$ cat config.mk
export PLATFORM = sky130hd
export DESIGN_NAME = fmp_polar
export DESIGN_NICKNAME = d
export VERILOG_FILES = /design/src/hdl/fmp_pkg.sv /design/src/hdl/fmp_polar.sv
export SDC_FILE = /design/constraint.sdc
export NUM_CORES = 2
export LEC_CHECK = 0
export ABC_AREA = 1
export ABC_CLOCK_PERIOD_IN_PS = 34600
export BUFFER_PORTS_ARGS = -buffer_cell sky130_fd_sc_hd__buf_2
export CORE_MARGIN = 4
export CORE_UTILIZATION = 55
export CTS_CLUSTER_SIZE = 24
export DETAILED_ROUTE_END_ITERATION = 16
export PLACE_DENSITY = 0.69
export SLEW_MARGIN = 20
export SYNTH_ARGS = -nofsm -noshare
export SYNTH_HDL_FRONTEND = slang
export SYNTH_SLANG_ARGS = --single-unit
$ cat constraint.sdc
create_clock -name clk -period 34.6 [get_ports clk]
set_clock_uncertainty 0.15 [all_clocks]
set_input_delay 3.46 -clock clk [delete_from_list [all_inputs] [get_ports clk]]
set_output_delay 3.46 -clock clk [all_outputs]
set_load 0.005 [all_outputs]
$ cat src/hdl/fmp_pkg.sv
// Package for the FFT magnitude and phase core: constants, CORDIC arctangent table,
// twiddle generator and sequencer state types.
// Used by fmp_polar and fft_magnitude_phase_core; depends on nothing.
`default_nettype none

package fmp_pkg;

    localparam int MAX_POINTS_DEF  = 1024;
    localparam int SAMPLE_BITS_DEF = 16;
    localparam int CFG_BITS        = 4;
    localparam int SAMPLE_W        = 16;
    localparam int BIN_W           = 9;
    localparam int MAG_BITS        = 26;
    localparam int PHASE_BITS      = 16;
    localparam int TW_FRAC         = 30;
    localparam int CORDIC_STEPS    = 30;
    localparam int MIN_LOG2        = 3;
    localparam int NORM_TOP        = 58;
    localparam longint CORDIC_GAIN_Q30 = 64'sd652032874;
    localparam longint MAG_MAX         = 64'sd67108863;

    localparam logic ACT_LOAD = 1'b0;
    localparam logic ACT_READ = 1'b1;

    localparam longint ATAN_TAB [CORDIC_STEPS] = '{
        536870912, 316933406, 167458907, 85004756, 42667331, 21354465,
        10679838, 5340245, 2670163, 1335087, 667544, 333772, 166886, 83443,
        41722, 20861, 10430, 5215, 2608, 1304, 652, 326, 163, 81, 41, 20,
        10, 5, 3, 1
    };

    typedef enum logic [4:0] {
        ST_IDLE,
        ST_BR_CHK,
        ST_BR_RD_P,
        ST_BR_RD_R,
        ST_BR_WR_P,
        ST_BR_WR_R,
        ST_BF_RD_HI,
        ST_BF_RD_LO,
        ST_BF_M0,
        ST_BF_M1,
        ST_BF_M2,
        ST_BF_M3,
        ST_BF_M4,
        ST_BF_RND,
        ST_BF_WR_LO,
        ST_BF_WR_HI,
        ST_RD_LATCH,
        ST_RD_POLAR,
        ST_RD_OUT
    } fmp_state_t;

    typedef enum logic [2:0] {
        PS_IDLE,
        PS_SQ_RE,
        PS_SQ_IM,
        PS_SUM,
        PS_NORM,
        PS_ITER,
        PS_FIN
    } polar_state_t;

    // Twiddle k of a table built for 2^top points, as {sin, cos} in Q2.30.
    function automatic logic [63:0] tw_entry(input int k, input int top);
        longint a;
        longint x;
        longint y;
        longint z;
        longint dx;
        longint dy;
        logic flip;
        a = longint'(k) <<< (32 - top);
        flip = (a > (64'sd1 <<< 30));
        z = flip ? ((64'sd1 <<< 31) - a) : a;
        x = CORDIC_GAIN_Q30;
        y = 0;
        for (int i = 0; i < CORDIC_STEPS; i++) begin
            dx = y >>> i;
            dy = x >>> i;
            if (z >= 0) begin
                x = x - dx;
                y = y + dy;
                z = z - ATAN_TAB[i];
            end else begin
                x = x + dx;
                y = y - dy;
                z = z + ATAN_TAB[i];
            end
        end
        if (flip) begin
            x = -x;
        end
        return {y[31:0], x[31:0]};
    endfunction

endpackage

`default_nettype wire

$ cat src/hdl/fmp_polar.sv
// Iterative magnitude and phase unit: integer square root of re^2 + im^2 and
// CORDIC vectoring for atan2, one step per cycle. Depends on fmp_pkg.
`default_nettype none

module fmp_polar #(
    parameter int PART_BITS = 27
) (
    input  wire logic                                 clk,
    input  wire logic                                 rst_n,
    input  wire logic                                 start,
    input  wire logic signed [PART_BITS-1:0]          re,
    input  wire logic signed [PART_BITS-1:0]          im,
    output logic                                      done,
    output logic        [fmp_pkg::MAG_BITS-1:0]       magnitude,
    output logic signed [fmp_pkg::PHASE_BITS-1:0]     phase
);
    import fmp_pkg::*;

    localparam int SW     = 2 * PART_BITS;
    localparam int ITERS  = (PART_BITS > CORDIC_STEPS) ? PART_BITS : CORDIC_STEPS;
    localparam int CW     = $clog2(ITERS + 1);
    localparam int PRE_SH = NORM_TOP + 1 - PART_BITS;

    polar_state_t state_reg, state_next;

    logic signed [PART_BITS-1:0] re_reg, im_reg;
    logic signed [63:0]          x_reg, y_reg, z_reg;
    logic        [SW-1:0]        sq_reg, n_reg, r_reg, bit_reg;
    logic        [CW-1:0]        cnt_reg;
    logic        [MAG_BITS-1:0]  mag_reg;
    logic signed [PHASE_BITS-1:0] phase_reg;

    logic               re_zero, im_zero, special, below_top;
    logic signed [PART_BITS-1:0] sq_op;
    logic signed [SW-1:0] sq_prod;
    logic signed [63:0] dx, dy, zt, pq;
    logic        [SW-1:0] rb, rr;
    logic signed [63:0] x0, y0, lim;

    assign re_zero   = (re_reg == '0);
    assign im_zero   = (im_reg == '0);
    assign special   = re_zero || im_zero;
    assign lim       = 64'sd1 <<< NORM_TOP;
    assign below_top = (x_reg < lim) && (y_reg < lim) && (y_reg > -lim);
    assign sq_op     = (state_reg == PS_SQ_RE) ? re_reg : im_reg;
    assign sq_prod   = sq_op * sq_op;
    assign dx        = y_reg >>> cnt_reg;
    assign dy        = x_reg >>> cnt_reg;
    assign rb        = r_reg + bit_reg;
    assign rr        = r_reg + SW'(n_reg > r_reg);
    assign zt        = (z_reg <<< 15) - z_reg + (64'sd1 <<< 30);
    assign pq        = zt >>> 31;
    assign x0        = (re_reg < 0) ? -64'(re_reg) : 64'(re_reg);
    assign y0        = (re_reg < 0) ? -64'(im_reg) : 64'(im_reg);

    always_ff @(posedge clk or negedge rst_n)
    begin
        if (!rst_n)
        begin
            state_reg <= PS_IDLE;
        end
        else
        begin
            state_reg <= state_next;
        end
    end

    always_comb
    begin
        state_next = state_reg;
        done       = 1'b0;
        unique case (state_reg)
            PS_IDLE:
            begin
                if (start)
                begin
                    state_next = PS_SQ_RE;
                end
            end
            PS_SQ_RE: state_next = PS_SQ_IM;
            PS_SQ_IM: state_next = PS_SUM;
            PS_SUM:   state_next = PS_NORM;
            PS_NORM:
            begin
                if (special || !below_top)
                begin
                    state_next = PS_ITER;
                end
            end
            PS_ITER:
            begin
                if (cnt_reg == CW'(ITERS - 1))
                begin
                    state_next = PS_FIN;
                end
            end
            PS_FIN:
            begin
                done       = 1'b1;
                state_next = PS_IDLE;
            end
            default: state_next = PS_IDLE;
        endcase
    end

    always_ff @(posedge clk)
    begin
        case (state_reg)
            PS_IDLE:
            begin
                if (start)
                begin
                    re_reg <= re;
                    im_reg <= im;
                end
            end
            PS_SQ_RE:
            begin
                sq_reg <= sq_prod;
                x_reg  <= x0 <<< PRE_SH;
                y_reg  <= y0 <<< PRE_SH;
                if (re_reg < 0)
                begin
                    z_reg <= (im_reg > 0) ? (64'sd1 <<< 31) : -(64'sd1 <<< 31);
                end
                else
                begin
                    z_reg <= '0;
                end
            end
            PS_SQ_IM:
            begin
                sq_reg <= sq_prod;
                n_reg  <= sq_reg;
            end
            PS_SUM:
            begin
                n_reg   <= n_reg + sq_reg;
                r_reg   <= '0;
                bit_reg <= SW'(1) << (SW - 2);
                cnt_reg <= '0;
            end
            PS_NORM:
            begin
                if (!special && below_top)
                begin
                    x_reg <= x_reg <<< 1;
                    y_reg <= y_reg <<< 1;
                end
            end
            PS_ITER:
            begin
                cnt_reg <= cnt_reg + 1'b1;
                if (cnt_reg < CW'(PART_BITS))
                begin
                    if (n_reg >= rb)
                    begin
                        n_reg <= n_reg - rb;
                        r_reg <= (r_reg >> 1) + bit_reg;
                    end
                    else
                    begin
                        r_reg <= r_reg >> 1;
                    end
                    bit_reg <= bit_reg >> 2;
                end
                if (!special && cnt_reg < CW'(CORDIC_STEPS))
                begin
                    if (y_reg > 0)
                    begin
                        x_reg <= x_reg + dx;
                        y_reg <= y_reg - dy;
                        z_reg <= z_reg + ATAN_TAB[cnt_reg[4:0]];
                    end
                    else
                    begin
                        x_reg <= x_reg - dx;
                        y_reg <= y_reg + dy;
                        z_reg <= z_reg - ATAN_TAB[cnt_reg[4:0]];
                    end
                end
            end
            PS_FIN:
            begin
                mag_reg <= (64'(rr) > MAG_MAX) ? MAG_BITS'(MAG_MAX) : MAG_BITS'(rr);
                if (im_zero)
                begin
                    phase_reg <= (re_reg < 0) ? 16'sd32767 : 16'sd0;
                end
                else if (re_zero)
                begin
                    phase_reg <= (im_reg > 0) ? 16'sd16384 : -16'sd16384;
                end
                else if (pq > 64'sd32767)
                begin
                    phase_reg <= 16'sd32767;
                end
                else if (pq < -64'sd32768)
                begin
                    phase_reg <= -16'sd32768;
                end
                else
                begin
                    phase_reg <= PHASE_BITS'(pq);
                end
            end
            default:
            begin
            end
        endcase
    end

    assign magnitude = mag_reg;
    assign phase     = phase_reg;

endmodule

`default_nettype wire

* After elaboration in Yosys (flattened, before gate mapping)
Memories as Yosys holds them, arrays and structs flattened.
Cells that the tools add are included.
** Operators by class
- Add/sub/neg operators :: 16
- Multiply operators :: 1
- Order comparisons :: 14
- Eq/ne operators :: 14
- Shift operators :: 2
- Multiplexer cells :: 38
- Bitwise logic cells :: 1
- Reduce and logical (&&, ||, !) cells :: 22
** Operator list (number)
- two-way mux 64 bit :: 12
- case mux 64 bit (3 select lines) :: 2
- two-way mux 54 bit :: 5
- subtractor 64 bit :: 4
- case mux 54 bit (2 select lines) :: 2
- adder 64 bit :: 3
- case mux 54 bit (3 select lines) :: 1
- less-than comparator 64 x 60 -> 1 bit (second input constant) :: 2
- case mux 64 bit (2 select lines) :: 1
- >>> shifter 64 x 5 -> 64 bit :: 2
- adder 54 bit :: 2
- two-way mux 16 bit :: 5
- adder 64 x 32 -> 64 bit (second input constant) :: 1
- greater-than comparator 64 x 1 -> 1 bit (second input constant) :: 1
- greater-than comparator 64 x 59 -> 1 bit (second input constant) :: 1
- two-way mux 32 bit :: 2
- negation 27 -> 32 bit :: 2
- adder 53 x 54 -> 54 bit :: 1
- adder 54 x 1 -> 54 bit :: 1
- >= comparator 54 bit :: 1
- greater-than comparator 54 x 26 -> 1 bit (second input constant) :: 1
- greater-than comparator 54 bit :: 1
- logical NOT 27 bit :: 2
- multiplier 27 x 27 -> 54 bit :: 1
- other kinds (29) :: 52
** Word-level totals
- Register bits :: 512
- ROM bits :: 2048
- Bits of input ports :: 57
- Output and inout port bits :: 43
- Logic and storage cells :: 122
- Memories kept :: 1
** Memory list
- (name not given) :: words 32, width 64, read ports 1, clocked after Yosys merged registers in 0, write ports 0, RTL line fmp_polar.sv:179 : z_reg <= z_reg - ATAN_TAB[cnt_reg[4:0]];

* Longest topological paths before layout
- Depth in word-level cells :: 8
- Depth in mapped cells :: 42
- Gate-level depth less buffers :: 39

* Worst setup path before layout
No wires, ideal clock.
- Path kind :: register to register
- Start :: register im_reg[0]
- End :: register x_reg[0], enable pin
- Setup time :: 0.805 ns
- Data arrival time :: 10.822 ns
- Data required time :: 33.645 ns
- Setup slack :: 22.823 ns
- Stages on the path, launching flop included :: 14
- Buffers on the path :: 0
- Clock period less this slack :: 11.777 ns
- Cell sequence :: edfxtp_1 inv_1 ha_1 nand3_1 nor2_1 nand3_1 nor2_1 nand2_1 nor3_1 nand4_1 o31ai_1 inv_1 o21ai_0 a211oi_1
** On the way
- Longest elaborated chain between the ends :: 6
- Elaborated cells between the ends (all ways) :: 8
- Those cells by class :: 2 x eq/ne; 6 x reduce/logical
** Ends and longest elaborated chain
- start, declared :: RTL line fmp_polar.sv:26 : logic signed [PART_BITS-1:0] re_reg, im_reg;
- start signal, assigned :: RTL line fmp_polar.sv:114 : im_reg <= im;
- logical NOT 27 bit (*) :: RTL line fmp_polar.sv:41 : assign im_zero = (im_reg == '0);
- logical OR 1 bit (*) :: RTL line fmp_polar.sv:42 : assign special = re_zero || im_zero;
- logical NOT 1 bit (*) :: RTL line fmp_polar.sv:145, fmp_polar.sv:167
- logical AND 1 bit (on tied branches) :: RTL line fmp_polar.sv:167, fmp_polar.sv:145
- != test 2 bit (no source line)
- AND reduction 3 bit (no source line) (*)
- end signal, assigned :: RTL line fmp_polar.sv:147 : x_reg <= x_reg <<< 1;
- end signal, assigned :: RTL line fmp_polar.sv:171 : x_reg <= x_reg + dx;
- end signal, assigned :: RTL line fmp_polar.sv:177 : x_reg <= x_reg - dx;
- end, declared :: RTL line fmp_polar.sv:27 : logic signed [63:0] x_reg, y_reg, z_reg;
Every way passes the cells marked *; elsewhere a longest branch is shown, timed or not.
A chain may end at the register's enable or synchronous reset.

* Worst setup path after layout
- Start :: register state_reg[0]
- End :: register sq_reg[51] (data pin)
** On the way
- Longest elaborated chain between the ends :: 3
** Ends and longest elaborated chain
- start, declared :: RTL line fmp_polar.sv:24 : polar_state_t state_reg, state_next;
- start signal, assigned :: RTL line fmp_polar.sv:64 : state_reg <= state_next;
- equality test 3 x 1 -> 1 bit :: RTL line fmp_polar.sv:45 : assign sq_op = (state_reg == PS_SQ_RE) ? re_reg : im_reg;
- two-way mux 27 bit :: RTL line fmp_polar.sv:45
- multiplier 27 x 27 -> 54 bit :: RTL line fmp_polar.sv:46 : assign sq_prod = sq_op * sq_op;
- named net sq_prod[51] :: RTL line fmp_polar.sv:35 : logic signed [SW-1:0] sq_prod;
- end signal, assigned :: RTL line fmp_polar.sv:119 : sq_reg <= sq_prod;
- end signal, assigned :: RTL line fmp_polar.sv:133 : sq_reg <= sq_prod;
- end, declared :: RTL line fmp_polar.sv:28 : logic [SW-1:0] sq_reg, n_reg, r_reg, bit_reg;
The timed path passes the listed nets, and every way through them passes these cells.

==> metrics <==
status=completed; routed wire length=317 mm; Met2 Wirelength=136 mm; antenna violations before repair=3; FFs w/ async S/R, synth=0.00620; hold buffer count at CTS=0; num ports=100; R2R Setup Slk=24.60 ns; postcts setup bufs=0; H-tree levels=3; Yosys top cell by area=edfxtp_1; initial DRC count=10,400; kind of critical path=flop to flop; I/O Buffers=99; total die area=164,000 um2; DR WL met3=33.7 mm; relative slew slack=0.132; mapped cell area=86,900 um2; Chip Height=405 um; Synth cell types=79; Worst Path Max Fanout=52; Sink Count=484; R2R Path Start=state_reg[0]$_DFFE_PN0P_; Post-CTS Resized=0; Residual DRC=0; FMAX=0.100 GHz; RD Place Congestion=1.05; vias in the first global route=84,100; Crit path arrival time=10.25 ns; max-slew violations=0; commonest non-fill, non-tap cell in the layout=nand2_1; first-pass GRT wire length=484 mm; Clk Latency, worst-skew pair=0.71 ns; Top Metal Used=met4; Seq/Total Area, Yosys=0.167; Final Cycle Share=0.289; Avg WL per Cell=21.6 um; total track usage=0.379; Fin Setup TNS=0 ns; Initial DRT Pass Iterations=9; Worst Setup End Kind=flop; met1 WL=133 mm; Hold Violations, Final=0; Synth Flop Type=edfxtp_1; most frequent cells in the layout=2,688 x nand2_1, 2,128 x inv_1, 1,311 x nor2_1, 992 x nand3_1, 978 x a21oi_1; Detail Route Antenna Nets=0; dpl hpwl=263 mm; EDFF count, synth=481; TritonCTS clock tree=done; die width=405 um; FILL cells=15,100; Reg-to-Reg End=sq_reg[51]$_DFFE_PP_; startpoint types=flop; worst-margin pin slew=1.29 ns; clk buf depth=3; Post-Place Setup Slack=24.70 ns; routed vias=87,700; top cell type's share of synthesized area=0.166; most used cell, CP=inv_1; fin crit period=10.0 ns; post-synthesis cell count=12,600; FF+latch count, synth=484; slowest stage delay, CP=0.82 ns; Rows=145; syn_nets=14,100; Worst Hold Endpoint=n_reg[14]$_DFFE_PP_; clock slew seen by the registers of the worst setup and hold paths=0.06 ns; core area=157,000 um2; Hold Crit Class=flop to flop; FF-to-FF path depth=28; fin nets=14,000; final core occ=0.584; max-cap viol count=0; grt ovf=0; Area contributors post-synth=edfxtp_1 17%, fa_1 16%, nand2_1 12%, ha_1 9.8%, inv_1 9.2%; vias per cell=5.97; Initial Util=0.555; Finished Layout Cells=14,700; setup slack after layout=24.60 ns; pin count of the biggest net entering global routing=120; cell count after placement=14,600; clock root buffer master=clkbuf_16; layout cell share with drive strength beyond 1=0.0442; CTS Buf Count=68; area grow syn2layout=5.27%; final setup violation count=0; Post-Syn Area per Cell=6.87 um2; hold path cells=2; Req. time, crit path=34.85 ns; worst hold start=sq_reg[14]$_DFFE_PP_; Slowest cell on crit path=clkinv_1; RSZ-0062 raised after global routing=no; YS warnings=0
cell type report:
class	count	area (um2)	share of cell area
Clock inverter	50	641	0.00700
Clock buffer	74	1720	0.0189
Sequential cell	484	14500	0.159
Tap cell	2058	2570	0.0282
Antenna cell	3	7.51	0.0000821
Timing Repair Buffer	188	1160	0.0127
Inverter	2180	8200	0.0896
Multi-Input combinational cell	9650	62600	0.685
worst max-delay path, delay by kind of cell (launching register included):
kind            cells  cell delay [ns]
fa+ha+maj           8             4.37
simple gates        4             0.82
buf+inv            10             2.19
flops               1             0.42
compound gates      5             1.58
xor+xnor            1             0.14
worst max-delay path by stage:
stage                           endpoint  cells past startpoint  slack (ns)                     start
floorplan             x_reg[0]$_DFFE_PP_                     13       22.82       im_reg[0]$_DFFE_PP_
global placement    sq_reg[53]$_DFFE_PP_                     28       24.92  state_reg[0]$_DFFE_PN0P_
detailed placement  sq_reg[53]$_DFFE_PP_                     28       24.70  state_reg[0]$_DFFE_PN0P_
CTS                 sq_reg[53]$_DFFE_PP_                     28       24.64  state_reg[0]$_DFFE_PN0P_
global route        sq_reg[53]$_DFFE_PP_                     28       24.05  state_reg[0]$_DFFE_PN0P_
finish              sq_reg[51]$_DFFE_PP_                     28       24.60  state_reg[0]$_DFFE_PN0P_
through the flow:
step / area [um2] / hold WS [ns]
6_report: 91500 / 0.394
5_1_grt: 91400 / 0.418
4_1_cts: 91400 / 0.393
3_5_place_dp: 89100 / 0.427
3_3_place_gp: 89100 / 0.422
2_1_floorplan: 86900 / 0.390
routing by layer:
metal | track usage | up-vias
met3 | 0.0796 | 721
met5 | 0 | -
met1 | 0.527 | 41300
met4 | 0.140 | 0
met2 | 0.581 | 4555
li1 | - | 41100
cells in the mapped netlist, types with 87 or more instances:
cell         n
buf_2       87
inv_1     2129
a31oi_1    110
xnor2_1    127
nand3_1    993
nor2_1    1317
clkbuf_1   149
a21oi_1    979
edfxtp_1   481
o21ai_0    813
nand2_1   2690
nor3_1     141
xor2_1     271
fa_1       704
ha_1       683
nand4_1    114
kinds of logic after synthesis:
family | share of synthesized area
compound gates | 0.148
mux | 0.000130
flops | 0.167
simple gates | 0.271
xor+xnor | 0.0401
fa+ha+maj | 0.261
buf+inv | 0.114
Power is left out: the tool's default activity adds up to more than one toggle a clock period on the data nets, which glitch-free logic cannot reach.
